--- config.mk ---
export PLATFORM = sky130hd
export DESIGN_NAME = bpde_back
export DESIGN_NICKNAME = d
export VERILOG_FILES = /design/src/rtl/bpde_pkg.sv /design/src/rtl/bpde_back.sv
export SDC_FILE = /design/constraint.sdc
export NUM_CORES = 2
export LEC_CHECK = 0
export BUFFER_PORTS_ARGS = -buffer_cell sky130_fd_sc_hd__clkbuf_2
export CORE_ASPECT_RATIO = 0.9
export CORE_MARGIN = 4
export CORE_UTILIZATION = 65
export DETAILED_ROUTE_END_ITERATION = 10
export PLACE_DENSITY = 0.83
export SYNTH_ARGS = -nofsm -noshare
export SYNTH_HDL_FRONTEND = slang
export SYNTH_SLANG_ARGS = --single-unit
export TNS_END_PERCENT = 1
--- constraint.sdc ---
create_clock -name clk_i -period 14.2 [get_ports clk_i]
set_input_delay 2.13 -clock clk_i [delete_from_list [all_inputs] [get_ports clk_i]]
set_output_delay 2.13 -clock clk_i [all_outputs]
set_load 0.01 [all_outputs]
--- src/rtl/bpde_pkg.sv ---
`default_nettype none
package bpde_pkg;

  localparam int BLOCK_MAX   = 64;
  localparam int SAMPLE_BITS = 16;
  localparam int ADDR_W      = $clog2(BLOCK_MAX);
  localparam int CNT_W       = ADDR_W + 1;
  localparam int RAM_DEPTH   = 2 * BLOCK_MAX;
  localparam int RAM_AW      = ADDR_W + 1;
  localparam int RAM_W       = 2 * SAMPLE_BITS;
  localparam int CFG_IDX_W   = 3;
  localparam int CFG_DATA_W  = 19;

  localparam logic signed [17:0] DB_FLOOR      = -18'sd25600;
  localparam logic signed [17:0] DB_PER_OCTAVE = 18'sd1541;

  typedef enum logic [CFG_IDX_W-1:0] {
    REG_BAND_GAIN    = 3'd0,
    REG_FEEDBACK_ONE = 3'd1,
    REG_FEEDBACK_TWO = 3'd2,
    REG_THRESHOLD_DB = 3'd3,
    REG_SLOPE        = 3'd4,
    REG_RANGE_DB     = 3'd5,
    REG_LISTEN_MODE  = 3'd6
  } reg_idx_e;

  typedef struct packed {
    logic        [16:0] band_gain;
    logic signed [18:0] feedback_one;
    logic signed [17:0] feedback_two;
    logic signed [15:0] threshold_db;
    logic        [15:0] slope;
    logic        [14:0] range_db;
    logic               listen_mode;
  } cfg_t;

  // One closed block handed from the filter side to the output side.
  typedef struct packed {
    logic                   bank;
    logic [CNT_W-1:0]       count;
    logic                   last;
    logic [SAMPLE_BITS-1:0] peak;
  } desc_t;

  typedef struct packed {
    logic valid;
    logic bank;
  } rel_t;

  function automatic logic [10:0] logt(input logic [4:0] k);
    logic [10:0] v;
    case (k)
      5'd0:    v = 11'd0;
      5'd1:    v = 11'd135;
      5'd2:    v = 11'd262;
      5'd3:    v = 11'd382;
      5'd4:    v = 11'd496;
      5'd5:    v = 11'd605;
      5'd6:    v = 11'd708;
      5'd7:    v = 11'd807;
      5'd8:    v = 11'd902;
      5'd9:    v = 11'd992;
      5'd10:   v = 11'd1080;
      5'd11:   v = 11'd1163;
      5'd12:   v = 11'd1244;
      5'd13:   v = 11'd1322;
      5'd14:   v = 11'd1398;
      5'd15:   v = 11'd1471;
      default: v = 11'd1541;
    endcase
    return v;
  endfunction

  function automatic logic [15:0] expt(input logic [4:0] k);
    logic [15:0] v;
    case (k)
      5'd0:    v = 16'd32768;
      5'd1:    v = 16'd31379;
      5'd2:    v = 16'd30048;
      5'd3:    v = 16'd28774;
      5'd4:    v = 16'd27554;
      5'd5:    v = 16'd26386;
      5'd6:    v = 16'd25267;
      5'd7:    v = 16'd24196;
      5'd8:    v = 16'd23170;
      5'd9:    v = 16'd22188;
      5'd10:   v = 16'd21247;
      5'd11:   v = 16'd20347;
      5'd12:   v = 16'd19484;
      5'd13:   v = 16'd18658;
      5'd14:   v = 16'd17867;
      5'd15:   v = 16'd17110;
      default: v = 16'd16384;
    endcase
    return v;
  endfunction

  function automatic logic signed [31:0] sat32(input logic signed [35:0] v);
    logic signed [31:0] r;
    if (v > 36'sh0_7FFF_FFFF) begin
      r = 32'sh7FFF_FFFF;
    end else if (v < -36'sh0_8000_0000) begin
      r = -32'sh8000_0000;
    end else begin
      r = v[31:0];
    end
    return r;
  endfunction

endpackage
`default_nettype wire

--- src/rtl/bpde_back.sv ---
`default_nettype none
module bpde_back (
  input  wire logic                       clk_i,
  input  wire logic                       rst_ni,
  input  wire bpde_pkg::cfg_t             cfg_i,
  input  wire bpde_pkg::desc_t            head_i,
  input  wire logic                       q_empty_i,
  output logic                            pop_o,
  output logic                            rd_en_o,
  output logic [bpde_pkg::RAM_AW-1:0]     rd_addr_o,
  input  wire logic [bpde_pkg::RAM_W-1:0] rd_data_i,
  output bpde_pkg::rel_t                  rel_o,
  output logic                            out_valid_o,
  input  wire logic                       out_ready_i,
  output logic [bpde_pkg::SAMPLE_BITS-1:0] out_sample_o,
  output logic                            out_last_o,
  output logic [15:0]                     out_gain_o
);

  typedef enum logic [3:0] {
    B_IDLE, B_NORM, B_INTERP, B_LEVEL, B_EXCESS, B_RED, B_OCT, B_GAIN,
    B_READ, B_WAIT, B_EMIT
  } bstate_e;

  bstate_e state_q, state_d;
  bpde_pkg::desc_t d_q, d_d;
  logic [3:0]  e_q, e_d;
  logic [15:0] f_q, f_d;
  logic        zero_q, zero_d;
  logic [18:0] dprod_q, dprod_d;
  logic signed [17:0] lbase_q, lbase_d;
  logic signed [17:0] lvl_q, lvl_d;
  logic        below_q, below_d;
  logic [32:0] xprod_q, xprod_d;
  logic [30:0] octp_q, octp_d;
  logic [4:0]  n_q, n_d;
  logic [3:0]  k_q, k_d;
  logic [22:0] eprod_q, eprod_d;
  logic [15:0] gain_q, gain_d;
  logic [bpde_pkg::ADDR_W-1:0] idx_q, idx_d;
  logic signed [15:0] orig_q, orig_d, band_q, band_d;
  logic signed [32:0] bg_q, bg_d;
  logic        ov_q, ov_d;
  logic [15:0] os_q, os_d;
  logic        ol_q, ol_d;
  logic [15:0] og_q, og_d;

  logic [3:0]  e_c;
  logic [14:0] q_c;
  logic [4:0]  k5;
  logic signed [17:0] eoff, lvl_c;
  logic [19:0] dround;
  logic signed [17:0] ex_c;
  logic [32:0] xround;
  logic [16:0] red17;
  logic [14:0] red;
  logic [30:0] oround;
  logic [20:0] oct;
  logic [4:0]  ok5;
  logic [16:0] eround;
  logic [15:0] m_c;
  logic [16:0] half, msum;
  logic signed [32:0] bround;
  logic signed [18:0] vsum;
  logic signed [15:0] v_c;
  logic        is_end, can_load;

  always_comb begin
    e_c = '0;
    for (int i = 0; i < 16; i++) begin
      if (d_q.peak[i]) begin
        e_c = 4'(i);
      end
    end
    q_c    = f_q[14:0] ^ 15'd0;
    k5     = {1'b0, q_c[14:11]};
    eoff   = $signed({14'd0, e_q}) - 18'sd15;
    dround = 20'(dprod_q) + 20'd1024;
    lvl_c  = lbase_q + $signed({9'd0, dround[19:11]});
    ex_c   = lvl_q - 18'(cfg_i.threshold_db);
    xround = xprod_q + 33'd32768;
    red17  = xround[32:16];
    red    = (red17 > {2'b0, cfg_i.range_db}) ? cfg_i.range_db : red17[14:0];
    oround = octp_q + 31'd512;
    oct    = oround[30:10];
    ok5    = {1'b0, oct[15:12]};
    eround = 17'(eprod_q[22:12]) + 17'((eprod_q[11:0] + 13'd2048) >> 12);
    m_c    = bpde_pkg::expt({1'b0, k_q}) - eround[15:0];
    half   = (n_q == 5'd0) ? 17'd0 : (17'd1 << (n_q - 5'd1));
    msum   = (17'(m_c) + half) >> n_q;
    bround = bg_q + 33'sd16384;
    vsum   = 19'(orig_q) - 19'(band_q) + 19'($signed(bround[32:15]));
    if (cfg_i.listen_mode) begin
      v_c = band_q;
    end else if (vsum > 19'sd32767) begin
      v_c = 16'sh7FFF;
    end else if (vsum < -19'sd32768) begin
      v_c = -16'sh8000;
    end else begin
      v_c = vsum[15:0];
    end
    is_end   = (bpde_pkg::CNT_W'(idx_q) + bpde_pkg::CNT_W'(1)) == d_q.count;
    can_load = !ov_q || out_ready_i;
  end

  assign pop_o     = (state_q == B_IDLE) && !q_empty_i;
  assign rd_en_o   = (state_q == B_READ);
  assign rd_addr_o = {d_q.bank, idx_q};
  assign rel_o.valid = (state_q == B_EMIT) && can_load && is_end;
  assign rel_o.bank  = d_q.bank;
  assign out_valid_o  = ov_q;
  assign out_sample_o = os_q;
  assign out_last_o   = ol_q;
  assign out_gain_o   = og_q;

  always_comb begin
    state_d = state_q;
    d_d = d_q;  e_d = e_q;  f_d = f_q;  zero_d = zero_q;
    dprod_d = dprod_q;  lbase_d = lbase_q;  lvl_d = lvl_q;  below_d = below_q;
    xprod_d = xprod_q;  octp_d = octp_q;  n_d = n_q;  k_d = k_q;
    eprod_d = eprod_q;  gain_d = gain_q;  idx_d = idx_q;
    orig_d = orig_q;  band_d = band_q;  bg_d = bg_q;
    ov_d = ov_q;  os_d = os_q;  ol_d = ol_q;  og_d = og_q;
    if (ov_q && out_ready_i) begin
      ov_d = 1'b0;
    end
    case (state_q)
      B_IDLE: begin
        if (!q_empty_i) begin
          d_d     = head_i;
          state_d = B_NORM;
        end
      end
      B_NORM: begin
        e_d     = e_c;
        f_d     = d_q.peak << (4'd15 - e_c);
        zero_d  = (d_q.peak == '0);
        state_d = B_INTERP;
      end
      B_INTERP: begin
        dprod_d = 19'(bpde_pkg::logt(k5 + 5'd1) - bpde_pkg::logt(k5)) * 19'(q_c[10:0]);
        lbase_d = 18'(eoff * bpde_pkg::DB_PER_OCTAVE) + $signed({7'd0, bpde_pkg::logt(k5)});
        state_d = B_LEVEL;
      end
      B_LEVEL: begin
        if (zero_q || lvl_c < bpde_pkg::DB_FLOOR) begin
          lvl_d = bpde_pkg::DB_FLOOR;
        end else begin
          lvl_d = lvl_c;
        end
        state_d = B_EXCESS;
      end
      B_EXCESS: begin
        below_d = ex_c[17];
        xprod_d = ex_c[16:0] * cfg_i.slope;
        state_d = B_RED;
      end
      B_RED: begin
        octp_d  = red * 16'd43541;
        state_d = B_OCT;
      end
      B_OCT: begin
        n_d     = oct[20:16];
        k_d     = oct[15:12];
        eprod_d = 23'(bpde_pkg::expt(ok5) - bpde_pkg::expt(ok5 + 5'd1)) * 23'(oct[11:0]);
        state_d = B_GAIN;
      end
      B_GAIN: begin
        if (below_q) begin
          gain_d = 16'd32768;
        end else if (n_q >= 5'd16) begin
          gain_d = '0;
        end else begin
          gain_d = msum[15:0];
        end
        idx_d   = '0;
        state_d = B_READ;
      end
      B_READ: begin
        state_d = B_WAIT;
      end
      B_WAIT: begin
        orig_d  = rd_data_i[15:0];
        band_d  = rd_data_i[31:16];
        bg_d    = $signed(rd_data_i[31:16]) * $signed({1'b0, gain_q});
        state_d = B_EMIT;
      end
      B_EMIT: begin
        if (can_load) begin
          ov_d = 1'b1;
          os_d = v_c;
          ol_d = is_end && d_q.last;
          og_d = gain_q;
          if (is_end) begin
            state_d = B_IDLE;
          end else begin
            idx_d   = idx_q + bpde_pkg::ADDR_W'(1);
            state_d = B_READ;
          end
        end
      end
      default: state_d = B_IDLE;
    endcase
  end

  always_ff @(posedge clk_i or negedge rst_ni) begin
    if (!rst_ni) begin
      state_q <= B_IDLE;
      ov_q    <= 1'b0;
    end else begin
      state_q <= state_d;
      ov_q    <= ov_d;
    end
  end

  always_ff @(posedge clk_i) begin
    d_q <= d_d;  e_q <= e_d;  f_q <= f_d;  zero_q <= zero_d;
    dprod_q <= dprod_d;  lbase_q <= lbase_d;  lvl_q <= lvl_d;  below_q <= below_d;
    xprod_q <= xprod_d;  octp_q <= octp_d;  n_q <= n_d;  k_q <= k_d;
    eprod_q <= eprod_d;  gain_q <= gain_d;  idx_q <= idx_d;
    orig_q <= orig_d;  band_q <= band_d;  bg_q <= bg_d;
    os_q <= os_d;  ol_q <= ol_d;  og_q <= og_d;
  end

endmodule
`default_nettype wire

# Yosys cells after proc, flatten, opt, wreduce, memory -nomap -nowiden
# Memories as Yosys holds them, arrays and structs flattened. A register that Yosys moved wholly into a read port is not among the register bits.
# Index checks and enable logic that the tools add are counted.
# Widths: inputs -> output; s select.
# totals
mem_count	6
word_cells	143
in_bits	163
rom_bits	1296
regBits	322
# mem_list
memory	depth	width	read_ports	rd_clocked_by_memory_dff	wr	line	text
(no name shown)	16	16	1	0	0	bpde_pkg.sv:76	case (k)
(no name shown)	16	16	1	0	0	bpde_pkg.sv:76	
(no name shown)	16	16	1	1	0	bpde_pkg.sv:76	
(no name shown)	16	11	1	0	0	bpde_pkg.sv:52	case (k)
(no name shown)	16	11	1	1	0	bpde_pkg.sv:52	
(no name shown)	16	11	1	1	0	bpde_pkg.sv:52	
# classes
n_mul	6
n_eq_ne	14
addsub	22
n_shift	3
n_mux	41
reduce_logical	18
order_cmp	5
bitwise	1
# ops
op	count
$mux 16	7
$add 33x16->33 const B	2
$mux 4	16
$mux 11	4
$pmux 4 s11	1
$sub 16x16->17	2
$mul 16x17->33	1
$mul 17x16->33	1
$add 31x10->31 const B	1
$mul 15x16->31 const B	1
$mul 17x13->23	1
$add 19x11->20 const B	1
$add 17x18->19	1
$gt 19x16->1 const B	1
$lt 19x16->1 const B	1
$mul 12x12->19	1
$add 17x12->18	1
$add 18x10->18	1
$lt 18x16->1 const B	1
$sub 18x16->18	1
$add 16x17->17	1
$gt 17x15->1	1
$mul 5x12->17 const B	1
$mux 17	1
other kinds (37)	60

# Longest topological paths before layout
# depth
ltp_word	18
depth_mapped	45
depth_no_buf	43

# Worst setup path after synthesis
# OpenSTA, ideal clock, no wires.
# synth_path
path_kind	flip-flop to flip-flop
startpoint	register octp_q[11]
endpoint	register eprod_q[22], data pin
arrival_time_ns	10.182
n_path_buf	2
setup_slack_ns	3.750
period_less_slack_ns	10.450
path_stages_with_launch	44
cell_sequence	edfxtp_1 -> nand3_1 -> nor4_1 -> nand2_1 -> xor2_1 -> clkbuf_1 -> inv_1 -> ha_1 -> clkbuf_1 -> inv_1 -> ha_1 -> and3_1 -> o21a_1 -> a41oi_1 -> o211a_1 -> ha_1 -> inv_1 -> fa_1 -> [8 not listed] -> inv_1 -> fa_1 -> inv_1 -> fa_1 -> fa_1 -> inv_1 -> fa_1 -> inv_1 -> ha_1 -> a21o_1 -> a21oi_1 -> o21ai_0 -> a211oi_1 -> nor4b_1 -> o31ai_1 -> nand4_1 -> a31o_2 -> xnor3_1
# synth_between
elab_chain_len	7
# synth_lines
element	line	text
from (decl)	bpde_back.sv:35	logic [30:0] octp_q, octp_d;
from (signal assigned)	bpde_back.sv:219	xprod_q <= xprod_d; octp_q <= octp_d; n_q <= n_d; k_q <= k_d;
$add 31x10->31 (*)	bpde_back.sv:84	oround = octp_q + 31'd512;
$add 4x1->5	bpde_back.sv:165	eprod_d = 23'(bpde_pkg::expt(ok5) - bpde_pkg::expt(ok5 + 5'd1)) * 23'(oct[11:0]);
$mem_v2 16x16	-	
$mux 16	bpde_pkg.sv:76	
$mux 16	bpde_back.sv:127	case (state_q)
$sub 16x16->17	bpde_back.sv:165	
$mul 17x13->23 (*)	bpde_back.sv:165	
to (signal assigned)	bpde_back.sv:220	eprod_q <= eprod_d; gain_q <= gain_d; idx_q <= idx_d;
to (decl)	bpde_back.sv:38	logic [22:0] eprod_q, eprod_d;
# Every way passes the cells marked *; elsewhere a longest branch is shown, timed or not. The select of a mux whose other input is x is not followed.
# A chain may end at the register's enable or synchronous reset.

# Worst setup path after layout
# layout_path
startpoint	register octp_q[11]
endpoint	register eprod_q[22], data pin
# layout_between
elab_chain_len	7
# layout_lines
element	line	text
$add 31x10->31 (*)	bpde_back.sv:84	
via oround[23]	bpde_back.sv:57	logic [30:0] oround;
$add 4x1->5	bpde_back.sv:165	
$mem_v2 16x16	-	
$mux 16	bpde_pkg.sv:76	
$mux 16	bpde_back.sv:127	
$sub 16x16->17 (*)	bpde_back.sv:165	
$mul 17x13->23 (*)	bpde_back.sv:165	
# The timed path passes the listed nets; every way through them passes the cells marked *. The select of a mux whose other input is x is not followed.

==> results.md <==
Drt:
- The detailed router finished its first iteration with 2861 violations.
- After detailed routing, the number of remaining DRC violations is 0.
- The total iterations of the first detailed-routing run is 6.
- The average wire length per cell after detail routing is 17.8 um.
- Dividing the detail-routed via count by the number of cells gives 5.75.
- The count of nets left with antenna violations after detail routing is 0.
- The routed layout has 37800 vias.
- After detailed routing, the total wire length is 117000 um.

Timing:
- The count of endpoints failing hold in the final timing report is 0.
- Static timing analysis puts the maximum clock frequency at 78.1 MHz.
- Setup violations remaining at the end of the flow were counted as 0.
- After layout, the worst path uses 90.2% of the clock period.
- The slew at the pin with the worst max-slew slack is 1330 ps.
- Setup repair after global routing left no endpoint under its margin.
- Adding up every negative setup slack in the final design gives 0 ps.
- The max-slew headroom at the worst pin is 11.0%.
- The shortest period the worst path allows is 12810 ps.
- In the post-route analysis, the smallest setup slack over all paths is 1390 ps.
- Clock skew on the completed layout was measured at 36.5 ps.
- The number of pins exceeding their max-slew limit in the final report is 0.

Die:
- The core area is 76800 um^2.
- The width of the die is 302 um.
- The number of primary I/O pins is 208.
- The cell row count is 96.
- The initial standard-cell utilization of the core is 66.0%.
- The die is 273 um tall.
- The die covers 82400 um^2.

Critical path:
- The largest driver fanout on the critical path is 24.
- The data arrival time of the critical path is 13140 ps.
- The kind of critical path is flip-flop to flip-flop.
- STA classifies the critical path startpoint as a flip-flop.
- The endpoint kind of the worst setup timing path is a flip-flop.
- The largest single stage delay on the critical path is 800 ps.
- In this design, the critical path's most frequently occurring cell is sky130_fd_sc_hd__inv_1.
- The worst path required time is 14530 ps.
- The combined buffer and inverter count along the critical path is 9.
- The slowest stage of the critical path belongs to the cell sky130_fd_sc_hd__a211oi_1.
- The kind of cell with the highest combined delay along the critical path is adder cells.

Clocking:
- The post-CTS clock slew at the launch and capture registers of the worst setup and hold paths is 60 ps.
- TritonCTS created 35 clock buffers.
- The post-cts repair resize count is 0.
- Clock latency on the worst-skew pair, taken at its later pin, is 590 ps.
- TritonCTS built the clock tree.
- The clock passes through at most 3 buffers.
- The cell sitting at the root of the clock tree is a sky130_fd_sc_hd__clkbuf_16.
- The number of levels the H-tree was split into is 2.
- Buffers added to address setup during post-CTS repair amount to 0.
- Counting every sink on the clock net gives 290.
- The number of hold buffers added after CTS was 0.

Place:
- Detailed placement ended at an HPWL of 92300 um.
- The post-placement setup slack is 1630 ps.
- In this run the cell area measured after placement is 52400 um^2.
- Port buffering added 153 buffers.
- The final weighted congestion of routability-driven global placement is 0.933.

Layout:
- The most common cell after layout, fill and taps aside is sky130_fd_sc_hd__inv_1.
- The number of nets in the layout is 7016.
- With fillers left out, the area of the finished cells amounts to 53600 um^2.
- The share of cells above drive strength 1 is 6.52%.
- The area growth from synthesis to layout is 5.87%.
- The library cells used most frequently in the layout, excluding fill and tap cells, are sky130_fd_sc_hd__inv_1, sky130_fd_sc_hd__fa_1, sky130_fd_sc_hd__nand2_1.

Global routing:
- The number of global-route vias before repair was 38800.
- The first global-routing pass estimated 194000 um of wire.
- The maximum number of pins on one net before global-route repair is 52.
- The initial antenna violation count is 12.
- Global routing used 29.1% of the available tracks.
- The total global routing overflow is 0.

Synthesis:
- The count of cell types in the netlist is 107.
- The synthesized instance count is 5451.
- The sequential-to-total area share from yosys stat is 16.6%.
- Counting every net in the synthesized netlist gives 6956.
- After synthesis the netlist holds a flip-flop and latch count of 290.
- After synthesis, the share of flip-flops with an asynchronous set or reset is 1.72%.
- After synthesis, the mean cell area works out to 9.29 um^2.
- The most used flip-flop cell after synthesis is sky130_fd_sc_hd__edfxtp_1.
- For this run, the number of Yosys warnings is 0.
- The number of enable-type register cells in the synthesized netlist is 258.
- The cell area that synthesis handed to floorplanning was 50600 um^2.

Flow run:
- Across the run, the number of max-cap violations was 0.

Status:
- The run finished with clean final reports.

Hold path:
- The worst hold path belongs to the class flip-flop to flip-flop.
==> layer usage <==
layer  part of all wire (%)  track usage (%)  vias to the layer above
met5                  0.065                0                        -
met4                    2.4             6.87                       12
met3                    9.5             6.97                      251
met2                     47             47.3                     1472
met1                     41             39.7                    18500
li1                       -                -                    17600
==> metrics by stage <==
| stage | instances | hold slack [ps] | utilization, % |
|---|---|---|---|
| floorplan | 5451 | 497 | - |
| global placement | 6503 | 528 | 68.3 |
| detailed placement | 6503 | 542 | 68.3 |
| CTS | 6567 | 556 | 69.8 |
| global route | 6568 | 575 | 69.8 |
| finish | 6573 | 551 | 69.8 |
==> state kept, by name (all words and copies together), names as in the netlist, named ones only <==
| name | flops |
|---|---|
| band_q | 16 |
| below_q | 1 |
| bg_q | 19 |
| d_q | 24 |
| dprod_q | 9 |
| e_q | 4 |
| eprod_q | 12 |
| f_q | 15 |
| gain_q | 16 |
| idx_q | 6 |
| k_q | 4 |
| lbase_q | 18 |
| lvl_q | 18 |
| n_q | 5 |
| octp_q | 22 |
| orig_q | 16 |
| out_gain_o | 16 |
| out_last_o | 1 |
| out_sample_o | 16 |
| out_valid_o | 1 |
| rd_addr_o | 1 |
| state_q | 4 |
| xprod_q | 18 |
| zero_q | 1 |
==> final cells by class <==
class | instances | area (um^2)
fillers | 5623 | 23100
multi-input cells | 3911 | 37600
clock inverters | 12 | 136
repair buffers | 204 | 1150
diodes | 6 | 15.0
clock buffers | 52 | 1030
well taps | 1029 | 1290
flip-flops and latches | 290 | 8410
inverters | 1069 | 4030
==> cell families after synthesis <==
group / count (synthesis) / share of synthesized area, %
AND/OR/NAND/NOR: 1578 / 15.0
multiplexers: 76 / 1.73
XOR/XNOR: 288 / 5.09
buffers and inverters: 1250 / 9.44
adder cells (fa/ha/maj): 1342 / 43.8
AO/OA/AOI/OAI: 627 / 8.29
flip-flops: 290 / 16.6
==> synthesized netlist by cell type (6+ instances only) <==
cell	number	area share [%]
sky130_fd_sc_hd__mux2i_1	44	0.87
sky130_fd_sc_hd__mux2_2	23	0.51
sky130_fd_sc_hd__o21ai_0	118	1.2
sky130_fd_sc_hd__o21ai_1	7	0.069
sky130_fd_sc_hd__nor3_1	78	0.77
sky130_fd_sc_hd__a21o_1	42	0.62
sky130_fd_sc_hd__buf_6	7	0.16
sky130_fd_sc_hd__xor2_1	91	1.6
sky130_fd_sc_hd__a221oi_1	6	0.10
sky130_fd_sc_hd__a31oi_1	20	0.25
sky130_fd_sc_hd__and2_1	265	3.3
sky130_fd_sc_hd__inv_1	1064	7.9
sky130_fd_sc_hd__a21oi_1	166	1.6
sky130_fd_sc_hd__edfxtp_1	258	15
sky130_fd_sc_hd__fa_1	719	28
sky130_fd_sc_hd__a211oi_1	46	0.68
sky130_fd_sc_hd__a211o_1	8	0.14
sky130_fd_sc_hd__buf_1	8	0.059
sky130_fd_sc_hd__nand4_1	26	0.32
sky130_fd_sc_hd__nand3_1	75	0.74
sky130_fd_sc_hd__xnor2_1	192	3.3
sky130_fd_sc_hd__dfxtp_1	27	1.1
sky130_fd_sc_hd__nand3b_1	6	0.089
sky130_fd_sc_hd__o21a_1	44	0.65
sky130_fd_sc_hd__nor4_1	15	0.19
sky130_fd_sc_hd__o21bai_1	27	0.40
sky130_fd_sc_hd__and3_1	37	0.46
sky130_fd_sc_hd__nor2_1	234	1.7
sky130_fd_sc_hd__ha_1	623	15
sky130_fd_sc_hd__nor2b_1	72	0.89
sky130_fd_sc_hd__o41ai_1	7	0.12
sky130_fd_sc_hd__o22ai_1	6	0.074
sky130_fd_sc_hd__o211ai_1	17	0.25
sky130_fd_sc_hd__o31ai_1	15	0.22
sky130_fd_sc_hd__a21boi_0	10	0.15
sky130_fd_sc_hd__nand2b_1	45	0.56
sky130_fd_sc_hd__and4_1	8	0.14
sky130_fd_sc_hd__nand2_1	652	4.8
sky130_fd_sc_hd__o31a_1	7	0.12
sky130_fd_sc_hd__or3_1	16	0.20
sky130_fd_sc_hd__or2_2	13	0.16
sky130_fd_sc_hd__clkbuf_1	158	1.2
==> worst paths after layout <==
check	startpoint	to	slack [ps]	cells past startpoint
setup / recovery	octp_q[11]	eprod_q[22]	1390	42
setup reg to reg	octp_q[11]	eprod_q[22]	1390	42
hold / removal	d_q[16]	out_last_o	550	2
max in group asynchronous	rst_ni	state_q[0]	12670	1
hold reg to reg	d_q[16]	out_last_o	550	2
min in group asynchronous	rst_ni	out_valid_o	1370	1
==> worst register-to-register path: cells and delay by family (launching register included) <==
kind                     cells  cell delay (ps)
buffers and inverters        9              970
AO/OA/AOI/OAI               12             3270
AND/OR/NAND/NOR              8             2240
XOR/XNOR                     3             1020
flip-flops                   1              480
adder cells (fa/ha/maj)     10             4600
Power is left out: the tool's default activity adds up to more than one toggle a clock period on the data nets, which glitch-free logic cannot reach.
